`src/sv/rrss_pkg.sv`:
```
// Types and constants shared by the round-robin sleep scheduler modules.
`default_nettype none
package rrss_pkg;

   localparam int unsigned SLOT_W   = 6;
   localparam int unsigned COUNT_W  = 7;
   localparam int unsigned TIME_W   = 64;
   localparam int unsigned MS_W     = 32;
   localparam int unsigned PROD_W   = MS_W + 10;
   localparam int unsigned US_PER_MS = 1000;

   typedef logic [SLOT_W-1:0]  slot_type;
   typedef logic [COUNT_W-1:0] count_type;
   typedef logic [TIME_W-1:0]  time_type;

   typedef enum logic [1:0] {
      CMD_ADD    = 2'd0,
      CMD_START  = 2'd1,
      CMD_SWITCH = 2'd2,
      CMD_SLEEP  = 2'd3
   } cmd_type;

   typedef enum logic [2:0] {
      ST_IDLE,
      ST_SCAN,
      ST_MUL,
      ST_SLEEP,
      ST_DONE
   } state_type;

   // Broadcast from the controller to every cell of the ring.
   typedef struct packed {
      logic      load;
      logic      shift;
      logic      wr;
      logic      wr_blocked;
      time_type  wr_wake;
      slot_type  sel;
      count_type count;
      time_type  now;
   } cell_ctl_type;

   typedef struct packed {
      logic     hit;
      slot_type hit_slot;
   } scan_status_type;

endpackage
`default_nettype wire

```
`src/sv/rrss_cell.sv`:
```
// One task slot: blocked flag, wake time and the scan token of the ring.
`default_nettype none
module rrss_cell #(
   parameter int unsigned ID = 0
) (
   input  wire logic                  clock,
   input  wire logic                  reset,
   input  wire rrss_pkg::cell_ctl_type ctl,
   input  wire logic                  token_in,
   output logic                       token_out,
   output logic                       last,
   output logic                       hit
);

   logic                blocked_ff, blocked_in;
   rrss_pkg::time_type  wake_ff, wake_in;
   logic                token_ff, token_in_nxt;
   logic                mine;

   assign mine      = (ctl.sel == rrss_pkg::slot_type'(ID));
   assign last      = (ctl.count == rrss_pkg::count_type'(ID + 1));
   assign token_out = token_ff;
   // A visited slot takes the token when it is ready or its wake time has passed.
   assign hit = ctl.shift & token_in & (~blocked_ff | (ctl.now >= wake_ff));

   always_comb begin
      blocked_in   = blocked_ff;
      wake_in      = wake_ff;
      token_in_nxt = 1'b0;
      if (ctl.wr && mine) begin
         blocked_in = ctl.wr_blocked;
         wake_in    = ctl.wr_wake;
      end else if (hit) begin
         blocked_in = 1'b0;
      end
      if (ctl.load) begin
         token_in_nxt = mine;
      end else if (ctl.shift) begin
         token_in_nxt = token_in;
      end
   end

   always_ff @(posedge clock) begin
      if (reset) begin
         blocked_ff <= 1'b0;
         token_ff   <= 1'b0;
      end else begin
         blocked_ff <= blocked_in;
         token_ff   <= token_in_nxt;
      end
   end

   always_ff @(posedge clock) begin
      wake_ff <= wake_in;
   end

endmodule
`default_nettype wire

```
`src/sv/rrss_ctrl.sv`:
```
// Command sequencer: task count, current slot, sleep arithmetic and result register.
`default_nettype none
module rrss_ctrl #(
   parameter int unsigned MAX_TASKS = 8
) (
   input  wire logic                      clock,
   input  wire logic                      reset,
   input  wire logic                      req_valid,
   output logic                           req_stall,
   input  wire logic [1:0]                req_cmd,
   input  wire logic [63:0]               req_now_us,
   input  wire logic [31:0]               req_sleep_ms,
   output logic                           rsp_valid,
   input  wire logic                      rsp_stall,
   output logic [5:0]                     rsp_task_index,
   output logic                           rsp_ok,
   output logic [6:0]                     rsp_count,
   output rrss_pkg::cell_ctl_type         cell_ctl,
   input  wire rrss_pkg::scan_status_type scan_status
);

   localparam int unsigned IDX_W = (MAX_TASKS > 1) ? $clog2(MAX_TASKS) : 1;
   localparam int unsigned CNT_W = $clog2(MAX_TASKS + 1);

   rrss_pkg::state_type          state_ff, state_in;
   logic [CNT_W-1:0]             count_ff, count_in;
   logic [IDX_W-1:0]             current_ff, current_in;
   logic                         running_ff, running_in;
   logic [IDX_W-1:0]             step_ff, step_in;
   rrss_pkg::time_type           now_ff, now_in;
   logic [rrss_pkg::MS_W-1:0]    ms_ff, ms_in;
   logic [rrss_pkg::PROD_W-1:0]  prod_ff, prod_in;
   logic [IDX_W-1:0]             res_index_ff, res_index_in;
   logic                         res_ok_ff, res_ok_in;
   logic                         rsp_valid_ff, rsp_valid_in;
   logic [5:0]                   rsp_index_ff, rsp_index_in;
   logic                         rsp_ok_ff, rsp_ok_in;
   logic [6:0]                   rsp_count_ff, rsp_count_in;
   logic                         full;
   logic                         rsp_free;

   assign full      = (count_ff == CNT_W'(MAX_TASKS));
   assign rsp_free  = ~rsp_valid_ff | ~rsp_stall;
   assign req_stall = (state_ff != rrss_pkg::ST_IDLE);

   assign rsp_valid      = rsp_valid_ff;
   assign rsp_task_index = rsp_index_ff;
   assign rsp_ok         = rsp_ok_ff;
   assign rsp_count      = rsp_count_ff;

   always_comb begin
      state_in     = state_ff;
      count_in     = count_ff;
      current_in   = current_ff;
      running_in   = running_ff;
      step_in      = step_ff;
      now_in       = now_ff;
      ms_in        = ms_ff;
      prod_in      = prod_ff;
      res_index_in = res_index_ff;
      res_ok_in    = res_ok_ff;
      rsp_valid_in = rsp_valid_ff & rsp_stall;
      rsp_index_in = rsp_index_ff;
      rsp_ok_in    = rsp_ok_ff;
      rsp_count_in = rsp_count_ff;

      cell_ctl            = '0;
      cell_ctl.count      = rrss_pkg::count_type'(count_ff);
      cell_ctl.now        = now_ff;
      cell_ctl.sel        = rrss_pkg::slot_type'(current_ff);

      unique case (state_ff)
         rrss_pkg::ST_IDLE: begin
            if (req_valid) begin
               now_in       = req_now_us;
               ms_in        = req_sleep_ms;
               res_index_in = current_ff;
               res_ok_in    = 1'b1;
               state_in     = rrss_pkg::ST_DONE;
               unique case (rrss_pkg::cmd_type'(req_cmd))
                  rrss_pkg::CMD_ADD: begin
                     if (full) begin
                        res_ok_in = 1'b0;
                     end else begin
                        cell_ctl.wr         = 1'b1;
                        cell_ctl.wr_blocked = 1'b0;
                        cell_ctl.wr_wake    = '0;
                        cell_ctl.sel        = rrss_pkg::slot_type'(count_ff);
                        res_index_in        = IDX_W'(count_ff);
                        count_in            = count_ff + CNT_W'(1);
                     end
                  end
                  rrss_pkg::CMD_START: begin
                     current_in   = (count_ff > CNT_W'(1)) ? IDX_W'(1) : '0;
                     running_in   = 1'b1;
                     res_index_in = current_in;
                  end
                  rrss_pkg::CMD_SWITCH: begin
                     if (count_ff == CNT_W'(1)) begin
                        current_in   = '0;
                        running_in   = 1'b1;
                        res_index_in = '0;
                     end else begin
                        // Park the token on the current slot; the scan starts one past it.
                        cell_ctl.load = 1'b1;
                        step_in       = IDX_W'(1);
                        state_in      = rrss_pkg::ST_SCAN;
                     end
                  end
                  rrss_pkg::CMD_SLEEP: begin
                     if (!running_ff) begin
                        res_ok_in = 1'b0;
                     end else begin
                        state_in = rrss_pkg::ST_MUL;
                     end
                  end
                  default: begin
                     res_ok_in = 1'b0;
                  end
               endcase
            end
         end
         rrss_pkg::ST_SCAN: begin
            cell_ctl.shift = 1'b1;
            if (scan_status.hit) begin
               current_in = scan_status.hit_slot[IDX_W-1:0];
               running_in = 1'b1;
               state_in   = rrss_pkg::ST_DONE;
            end else if (CNT_W'(step_ff) == count_ff - CNT_W'(1)) begin
               current_in = '0;
               running_in = 1'b1;
               state_in   = rrss_pkg::ST_DONE;
            end else begin
               step_in = step_ff + IDX_W'(1);
            end
            res_index_in = current_in;
         end
         rrss_pkg::ST_MUL: begin
            prod_in  = rrss_pkg::PROD_W'(ms_ff) * rrss_pkg::PROD_W'(rrss_pkg::US_PER_MS);
            state_in = rrss_pkg::ST_SLEEP;
         end
         rrss_pkg::ST_SLEEP: begin
            cell_ctl.wr         = 1'b1;
            cell_ctl.wr_blocked = 1'b1;
            cell_ctl.wr_wake    = now_ff + rrss_pkg::time_type'(prod_ff);
            state_in            = rrss_pkg::ST_DONE;
         end
         rrss_pkg::ST_DONE: begin
            // Hold the result until the output register is free.
            if (rsp_free) begin
               rsp_valid_in = 1'b1;
               rsp_index_in = 6'(res_index_ff);
               rsp_ok_in    = res_ok_ff;
               rsp_count_in = 7'(count_ff);
               state_in     = rrss_pkg::ST_IDLE;
            end
         end
         default: begin
            state_in = rrss_pkg::ST_IDLE;
         end
      endcase
   end

   always_ff @(posedge clock) begin
      if (reset) begin
         state_ff     <= rrss_pkg::ST_IDLE;
         count_ff     <= CNT_W'(1);
         current_ff   <= '0;
         running_ff   <= 1'b0;
         rsp_valid_ff <= 1'b0;
      end else begin
         state_ff     <= state_in;
         count_ff     <= count_in;
         current_ff   <= current_in;
         running_ff   <= running_in;
         rsp_valid_ff <= rsp_valid_in;
      end
   end

   always_ff @(posedge clock) begin
      step_ff      <= step_in;
      now_ff       <= now_in;
      ms_ff        <= ms_in;
      prod_ff      <= prod_in;
      res_index_ff <= res_index_in;
      res_ok_ff    <= res_ok_in;
      rsp_index_ff <= rsp_index_in;
      rsp_ok_ff    <= rsp_ok_in;
      rsp_count_ff <= rsp_count_in;
   end

   a_current_in_range: assert property (@(posedge clock) disable iff (reset)
      CNT_W'(current_ff) < count_ff)
      else $error("current slot beyond registered count");

   a_count_grows: assert property (@(posedge clock) disable iff (reset)
      ##1 count_ff >= $past(count_ff))
      else $error("task count decreased");

   a_scan_needs_tasks: assert property (@(posedge clock) disable iff (reset)
      (state_ff == rrss_pkg::ST_SCAN) |-> (count_ff > CNT_W'(1)))
      else $error("scan started with a single task");

endmodule
`default_nettype wire

```
`src/sv/round_robin_sleep_scheduler.sv`:
```
// Round-robin task scheduler top level: controller and ring of task-slot cells.
//
// Each command gives one result. Add, start and a sleep before start go from the idle
// state straight to the done state; sleep first passes a registered ms*1000 multiply,
// then the wake-time add. A switch with a single task also goes straight to done;
// otherwise the token scans from one past the current slot, visiting at most count-1
// slots: it moves one cell per cycle around the ring of task cells, wrapping at the
// registered count, and stops at the first ready slot, else selects slot 0. The next
// command is taken in the cycle after the result is loaded into the output register.
`default_nettype none
module round_robin_sleep_scheduler #(
   parameter int unsigned MAX_TASKS = 8
) (
   input  wire logic        clock,
   input  wire logic        reset,
   input  wire logic        req_valid,
   output logic             req_stall,
   input  wire logic [1:0]  req_cmd,
   input  wire logic [63:0] req_now_us,
   input  wire logic [31:0] req_sleep_ms,
   output logic             rsp_valid,
   input  wire logic        rsp_stall,
   output logic [5:0]       rsp_task_index,
   output logic             rsp_ok,
   output logic [6:0]       rsp_count
);

   rrss_pkg::cell_ctl_type    cell_ctl;
   rrss_pkg::scan_status_type scan_status;
   logic [MAX_TASKS-1:0]      token_in;
   logic [MAX_TASKS-1:0]      token_out;
   logic [MAX_TASKS-1:0]      last;
   logic [MAX_TASKS-1:0]      hit;

   rrss_ctrl #(
      .MAX_TASKS(MAX_TASKS)
   ) u_ctrl (
      .clock          (clock),
      .reset          (reset),
      .req_valid      (req_valid),
      .req_stall      (req_stall),
      .req_cmd        (req_cmd),
      .req_now_us     (req_now_us),
      .req_sleep_ms   (req_sleep_ms),
      .rsp_valid      (rsp_valid),
      .rsp_stall      (rsp_stall),
      .rsp_task_index (rsp_task_index),
      .rsp_ok         (rsp_ok),
      .rsp_count      (rsp_count),
      .cell_ctl       (cell_ctl),
      .scan_status    (scan_status)
   );

   // Wrap the token from the last registered slot back to slot 0.
   assign token_in[0] = |(token_out & last);

   for (genvar i = 0; i < MAX_TASKS; i++) begin : g_cell
      if (i > 0) begin : g_link
         assign token_in[i] = token_out[i-1] & ~last[i-1];
      end
      rrss_cell #(
         .ID(i)
      ) u_cell (
         .clock     (clock),
         .reset     (reset),
         .ctl       (cell_ctl),
         .token_in  (token_in[i]),
         .token_out (token_out[i]),
         .last      (last[i]),
         .hit       (hit[i])
      );
   end

   always_comb begin
      scan_status.hit      = |hit;
      scan_status.hit_slot = '0;
      for (int i = 0; i < MAX_TASKS; i++) begin
         if (hit[i]) begin
            scan_status.hit_slot = scan_status.hit_slot | rrss_pkg::slot_type'(i);
         end
      end
   end

   a_one_token: assert property (@(posedge clock) disable iff (reset)
      $onehot0(token_out))
      else $error("more than one scan token in the ring");

   a_one_hit: assert property (@(posedge clock) disable iff (reset)
      $onehot0(hit))
      else $error("more than one slot selected in a scan cycle");

endmodule
`default_nettype wire

```
`config.mk`:
```
export PLATFORM = sky130hd
export DESIGN_NAME = round_robin_sleep_scheduler
export DESIGN_NICKNAME = d
export VERILOG_FILES = /design/src/sv/rrss_pkg.sv /design/src/sv/rrss_cell.sv /design/src/sv/rrss_ctrl.sv /design/src/sv/round_robin_sleep_scheduler.sv
export SDC_FILE = /design/constraint.sdc
export NUM_CORES = 2
export LEC_CHECK = 0
export ABC_AREA = 1
export BUFFER_PORTS_ARGS = -buffer_cell sky130_fd_sc_hd__buf_2
export CELL_PAD_IN_SITES_DETAIL_PLACEMENT = 1
export CELL_PAD_IN_SITES_GLOBAL_PLACEMENT = 1
export CORE_MARGIN = 2
export CORE_UTILIZATION = 40
export CTS_CLUSTER_DIAMETER = 30
export CTS_CLUSTER_SIZE = 10
export DETAILED_ROUTE_END_ITERATION = 8
export PLACE_DENSITY = 0.67
export SYNTH_ARGS = -nofsm -noshare
export SYNTH_HDL_FRONTEND = slang
export SYNTH_SLANG_ARGS = --single-unit
```
`constraint.sdc`:
```
create_clock -name clock -period 10.2 [get_ports clock]
set_input_delay 2.04 -clock clock [delete_from_list [all_inputs] [get_ports clock]]
set_output_delay 2.04 -clock clock [all_outputs]
set_load 0.05 [all_outputs]
```
## After elaboration in Yosys (flattened, before gate mapping)

Cells that the tools add are included.

| operators by class | value |
|---|---|
| $lt $le $gt $ge | 9 |
| bitwise gates (word level) | 52 |
| equality and inequality tests | 32 |
| muxes and demuxes | 85 |
| multiply operators | 1 |
| $add $sub $neg | 4 |
| reductions and logical operators | 31 |

Operators with widths:

| kind | count |
|---|---|
| $ge 64x64->1 | 8 |
| $mux 72 | 3 |
| $pmux 66 s2 | 1 |
| $add 64x42->64 | 1 |
| $mux 3 | 21 |
| $mux 1 | 47 |
| $mul 32x7->39 const B | 1 |
| $pmux 3 s2 | 5 |
| $and 1x1->1 | 24 |
| $eq 6x3->1 const B | 4 |
| $not 1->1 | 18 |
| $reduce_bool 2->1 | 9 |
| $eq 4x3->1 const B | 4 |
| $reduce_or 8->1 | 2 |
| $pmux 3 s5 | 1 |
| $eq 6x2->1 const B | 2 |
| $ne 2x2->1 const B | 5 |
| $or 1x1->1 | 9 |
| $pmux 3 s3 | 1 |
| $and 8x8->8 | 1 |
| $eq 4x2->1 const B | 2 |
| $logic_and 1x1->1 | 8 |
| $eq 3x2->1 const B | 2 |
| $eq 6x1->1 const B | 1 |
| other kinds (26) | 34 |

| storage, ports and cells | value |
|---|---|
| input port bits | 102 |
| register bits | 690 |
| word-level logic and storage cells | 252 |

## Longest topological paths before layout

| logic depth | value |
|---|---|
| word-level depth | 14 |
| mapped depth | 22 |

## Modules after synthesis

From an unflattened synthesis, not the netlist that was laid out.

| unflattened totals | value |
|---|---|
| cells, all modules | 5098 |
| area total of the unflattened synthesis | 46467.1 um^2 |

Modules (own cells, without submodules):

| module | area each (um^2) | instances | cells an instance |
|---|---|---|---|
| rrss_ctrl | 16151.7 | 1 | 2113 |
| rrss_cell at g_cell[2].u_cell ... | 3766.1 | 2 | 367 |
| rrss_cell at g_cell[7].u_cell | 3779.9 | 1 | 371 |
| rrss_cell at g_cell[6].u_cell | 3771.1 | 1 | 368 |
| rrss_cell at g_cell[4].u_cell | 3769.9 | 1 | 369 |
| rrss_cell at g_cell[5].u_cell | 3769.9 | 1 | 368 |
| rrss_cell at g_cell[0].u_cell | 3768.6 | 1 | 368 |
| rrss_cell at g_cell[1].u_cell | 3768.6 | 1 | 367 |
| round_robin_sleep_scheduler | 155.1 | 1 | 40 |

## Least setup slack after synthesis

No wires, ideal clock.

| path | value |
|---|---|
| path type | input port to flip-flop |
| start point | input req_valid |
| end point | register g_cell[7].u_cell.wake_ff[0] (enable) |
| buffers on the path | 0 |
| library setup time | 0.567 ns |
| arrival | 8.836 ns |
| stages | 9 |
| setup slack | 0.797 ns |
| required time | 9.633 ns |
| path through | inv_1 > nor2_4 > nand2_2 > or2_1 > o21ai_0 > inv_1 > nor2_1 > inv_1 > nor3_1 |

| on the way | value |
|---|---|
| word-level cells in the longest chain between the ends | 4 |

Ends and longest elaborated chain:

| element | line | RTL |
|---|---|---|
| start: declaration | round_robin_sleep_scheduler.sv:16 | `input wire logic req_valid,` |
| $mux 72 * | rrss_ctrl.sv:74 | `if (req_valid) begin` |
| $mux 6 | rrss_ctrl.sv:72 | `unique case (state_ff)` |
| $eq 6x3->1 | rrss_cell.sv:20 | `assign mine = (ctl.sel == rrss_pkg::slot_type'(ID));` |
| $logic_and 1x1->1 * | rrss_cell.sv:30 | `if (ctl.wr && mine) begin` |
| end signal: assignment | rrss_cell.sv:54 | `wake_ff <= wake_in;` |
| end: declaration | rrss_cell.sv:16 | `rrss_pkg::time_type wake_ff, wake_in;` |

Mark *: on every way between the ends. The rest lies on a longest branch, timed or not.
A chain may end at the register's enable or synchronous reset.

## Worst setup path after layout

| path | value |
|---|---|
| start point | register u_ctrl.ms_ff[5] (netlist name) |
| end point | register u_ctrl.prod_ff[39] (netlist name), data pin |

| on the way | value |
|---|---|
| word-level cells in the longest chain between the ends | 1 |

Ends and longest elaborated chain:

| element | line | RTL |
|---|---|---|
| start: declaration | rrss_ctrl.sv:31 | `logic [rrss_pkg::MS_W-1:0] ms_ff, ms_in;` |
| start signal: assignment | rrss_ctrl.sv:183 | `ms_ff <= ms_in;` |
| $mul 32x7->39 | rrss_ctrl.sv:139 | `prod_in = rrss_pkg::PROD_W'(ms_ff) * rrss_pkg::PROD_W'(rrss_pkg::US_PER_MS);` |
| end signal: assignment | rrss_ctrl.sv:184 | `prod_ff <= prod_in;` |
| end: declaration | rrss_ctrl.sv:32 | `logic [rrss_pkg::PROD_W-1:0] prod_ff, prod_in;` |

No other way between the ends.

==> metrics.txt <==
Num CTS Buffers=185; vias in the first global route=35200; Vias=32200; worst r2r src=u_ctrl.ms_ff[5]; Ys Warns=0; worst-margin pin slew=1.14 ns; # nets final=5604; Layout area overhead=20.8%; DRC=0; register area share after synthesis=0.465; layout cells sized above 1=0.101; CTS sink count=690; DPL Wire Length=92.2 mm; part of the cycle the worst path needs=0.501; syn_area_per_cell=9.94 um^2; commonest cells in the netlist=inv_1, nand2_1, edfxtp_1, ha_1, a21oi_1; Final ANT Viol Nets=0; Initial DRC Count=1699; Pleak=22.8 nW; largest net degree at the start of global routing=65; DRT Pass-1 Iters=5; crit path DAT=5.62 ns; die width=336 um; post-CTS setup repair buffer count=0; clock period minus worst slack=5.11 ns; std cell rows=121; I/O pin cnt=118; post-synthesis register bit count=690; hold_buf cts=0; maximum root-to-sink buffer count=3; Synth area leaders=edfxtp_1, ha_1, inv_1; maximum clock rate=0.196 GHz; vias per cell=5.10; die area=113000 um^2; Final Setup Violations=0; CP Max Fanout=5; TritonCTS clock tree=built; register area=20400 um^2; final hold vios=0; Yosys top cell area share=0.452; hold crit path type=flop to flop; total wire length=127 mm; Syn Std Cell Area=44000 um^2; Final Non-Filler Cells=6312; Slew Limit Fails=0; Post-synth top flop=edfxtp_1; area of the multi-input gates=20000 um^2; # fillers=12000; Placer Congestion=0.869; cell taking the most area after synthesis=edfxtp_1; critical path type=flop to flop; initial antenna violation count=4; Setup crit start kind=flop; Placed Area=46500 um^2; # port buffers=111; Max Cap Viol=0; most frequent cell after synthesis=inv_1; status=completed; RSZ-0062 raised after global routing=no; Skew-Pair Late Insertion Delay=0.77 ns; GRT Total Usage=0.231; CTS resizes=0; synthesized instance count=4426; Clock Pin Slew Worst Setup and Hold Paths=0.05 ns; die span in y=336 um; setup TNS=0 ns; Placed Cells=5965; fin area=53200 um^2; Worst Skew=0.0345 ns; Initial Utilization=0.404; Root Driver=clkbuf_16; Worst Hold Launch=u_ctrl.res_index_ff[0]; grt total ovfl=0; Peak VDD IR=0.182 mV; EDFF count, synth=662; total core area=109000 um^2; htree depth=4; Unique masters post-synth=54; average wire per standard cell=20.1 um; Setup crit end kind=flop; pwr/cell area=253 nW/um^2; asr flop ratio synth=0; first-pass GRT wire length=197 mm; Data required, critical path=10.71 ns; relative slew slack=0.237; worst setup path startpoint=u_ctrl.ms_ff[5]
## cell families (layout without fill, tap and decap cells)
kind of cell             after synthesis  count (layout)  share of synthesized area
adder cells (fa/ha/maj)              764             764                      0.238
other                                  1               7                  0.0000852
AND/OR/NAND/NOR                     1266            1266                      0.118
AO/OA/AOI/OAI                        684             684                     0.0855
XOR/XNOR                              56              56                     0.0111
flip-flops                           690             690                      0.465
buffers and inverters                965            1431                     0.0830
## cell usage in the layout (no fill, tap or decap), drive strengths merged, types with 28 or more instances in the layout
master,count
clkbuf,205
a21oi,386
o21ai,178
nand2,729
inv,951
edfxtp,662
dfxtp,28
nand4,49
nand3,81
buf,140
bufinv,38
clkinv,74
nor3,40
fa,119
nor2,333
xor2,37
ha,645
## registers in the layout (all words and copies together), names as in the netlist, 4 cells and up
register	cells
u_ctrl.count_ff	4
u_ctrl.prod_ff	39
g_cell.u_cell.blocked_ff	8
u_ctrl.rsp_count	4
g_cell.u_cell.token_out	8
u_ctrl.now_ff	64
u_ctrl.ms_ff	32
g_cell.u_cell.wake_ff	512
## where the power goes
group,internal (W),switching [W]
clock network,0.00430,0.00183
registers,0.00335,0.000130
logic,0.00147,0.00238
## final timing paths
kind / cells after the start / to / slack (ns)
setup / recovery: 21 / u_ctrl.prod_ff[39] / 5.09
hold reg to reg: 0 / u_ctrl.rsp_task_index[0] / 0.42
hold / removal: 0 / u_ctrl.rsp_task_index[0] / 0.42
setup reg to reg: 21 / u_ctrl.prod_ff[39] / 5.09
## worst max-delay path, stage by stage (launching register included)
cell and delay, ns:
edfxtp_1 0.42, inv_1 0.25, fa_1 0.49, fa_1 0.54
fa_1 0.45, fa_1 0.51, inv_1 0.04, ha_1 0.35
nand2_1 0.14, inv_1 0.06, nand2_1 0.06, nand2_1 0.06
a21oi_1 0.22, o21ai_1 0.13, a21oi_1 0.27, o21ai_2 0.11
a21boi_1 0.31, o21ai_1 0.15, nand2_1 0.10, nand2_1 0.05
nand2_1 0.07, nand2_1 0.05
## metrics by stage
stage	hold slack [ns]	power, W	setup WS, ns	utilization
final	0.416	0.0135	5.09	0.488
after global routing	0.429	0.0143	4.75	0.488
after CTS	0.422	0.0136	5.02	0.488
after detailed placement	0.411	0.00740	4.74	0.427
after global placement	0.403	0.00727	4.84	0.427
after floorplan	0.400	0.00637	0.797	-
## final cells by class
cell class                      count  share of cell area
Antenna cell                        1           0.0000471
Clock buffer                      205              0.0897
Clock inverter                    141              0.0349
Inverter                          945              0.0667
Multi-Input combinational cell   2776               0.376
Sequential cell                   690               0.385
Tap cell                         1414              0.0333
Timing Repair Buffer              140              0.0145
## metal layers
layer  vias up  GRT usage  part of all wire
met5         -          0           0.00027
met4         6     0.0910             0.034
met3       247     0.0388             0.046
met2       680      0.388              0.47
met1     15800      0.295              0.45
li1      15500          -                 -
No activity file was read; power rests on OpenSTA's default activity.
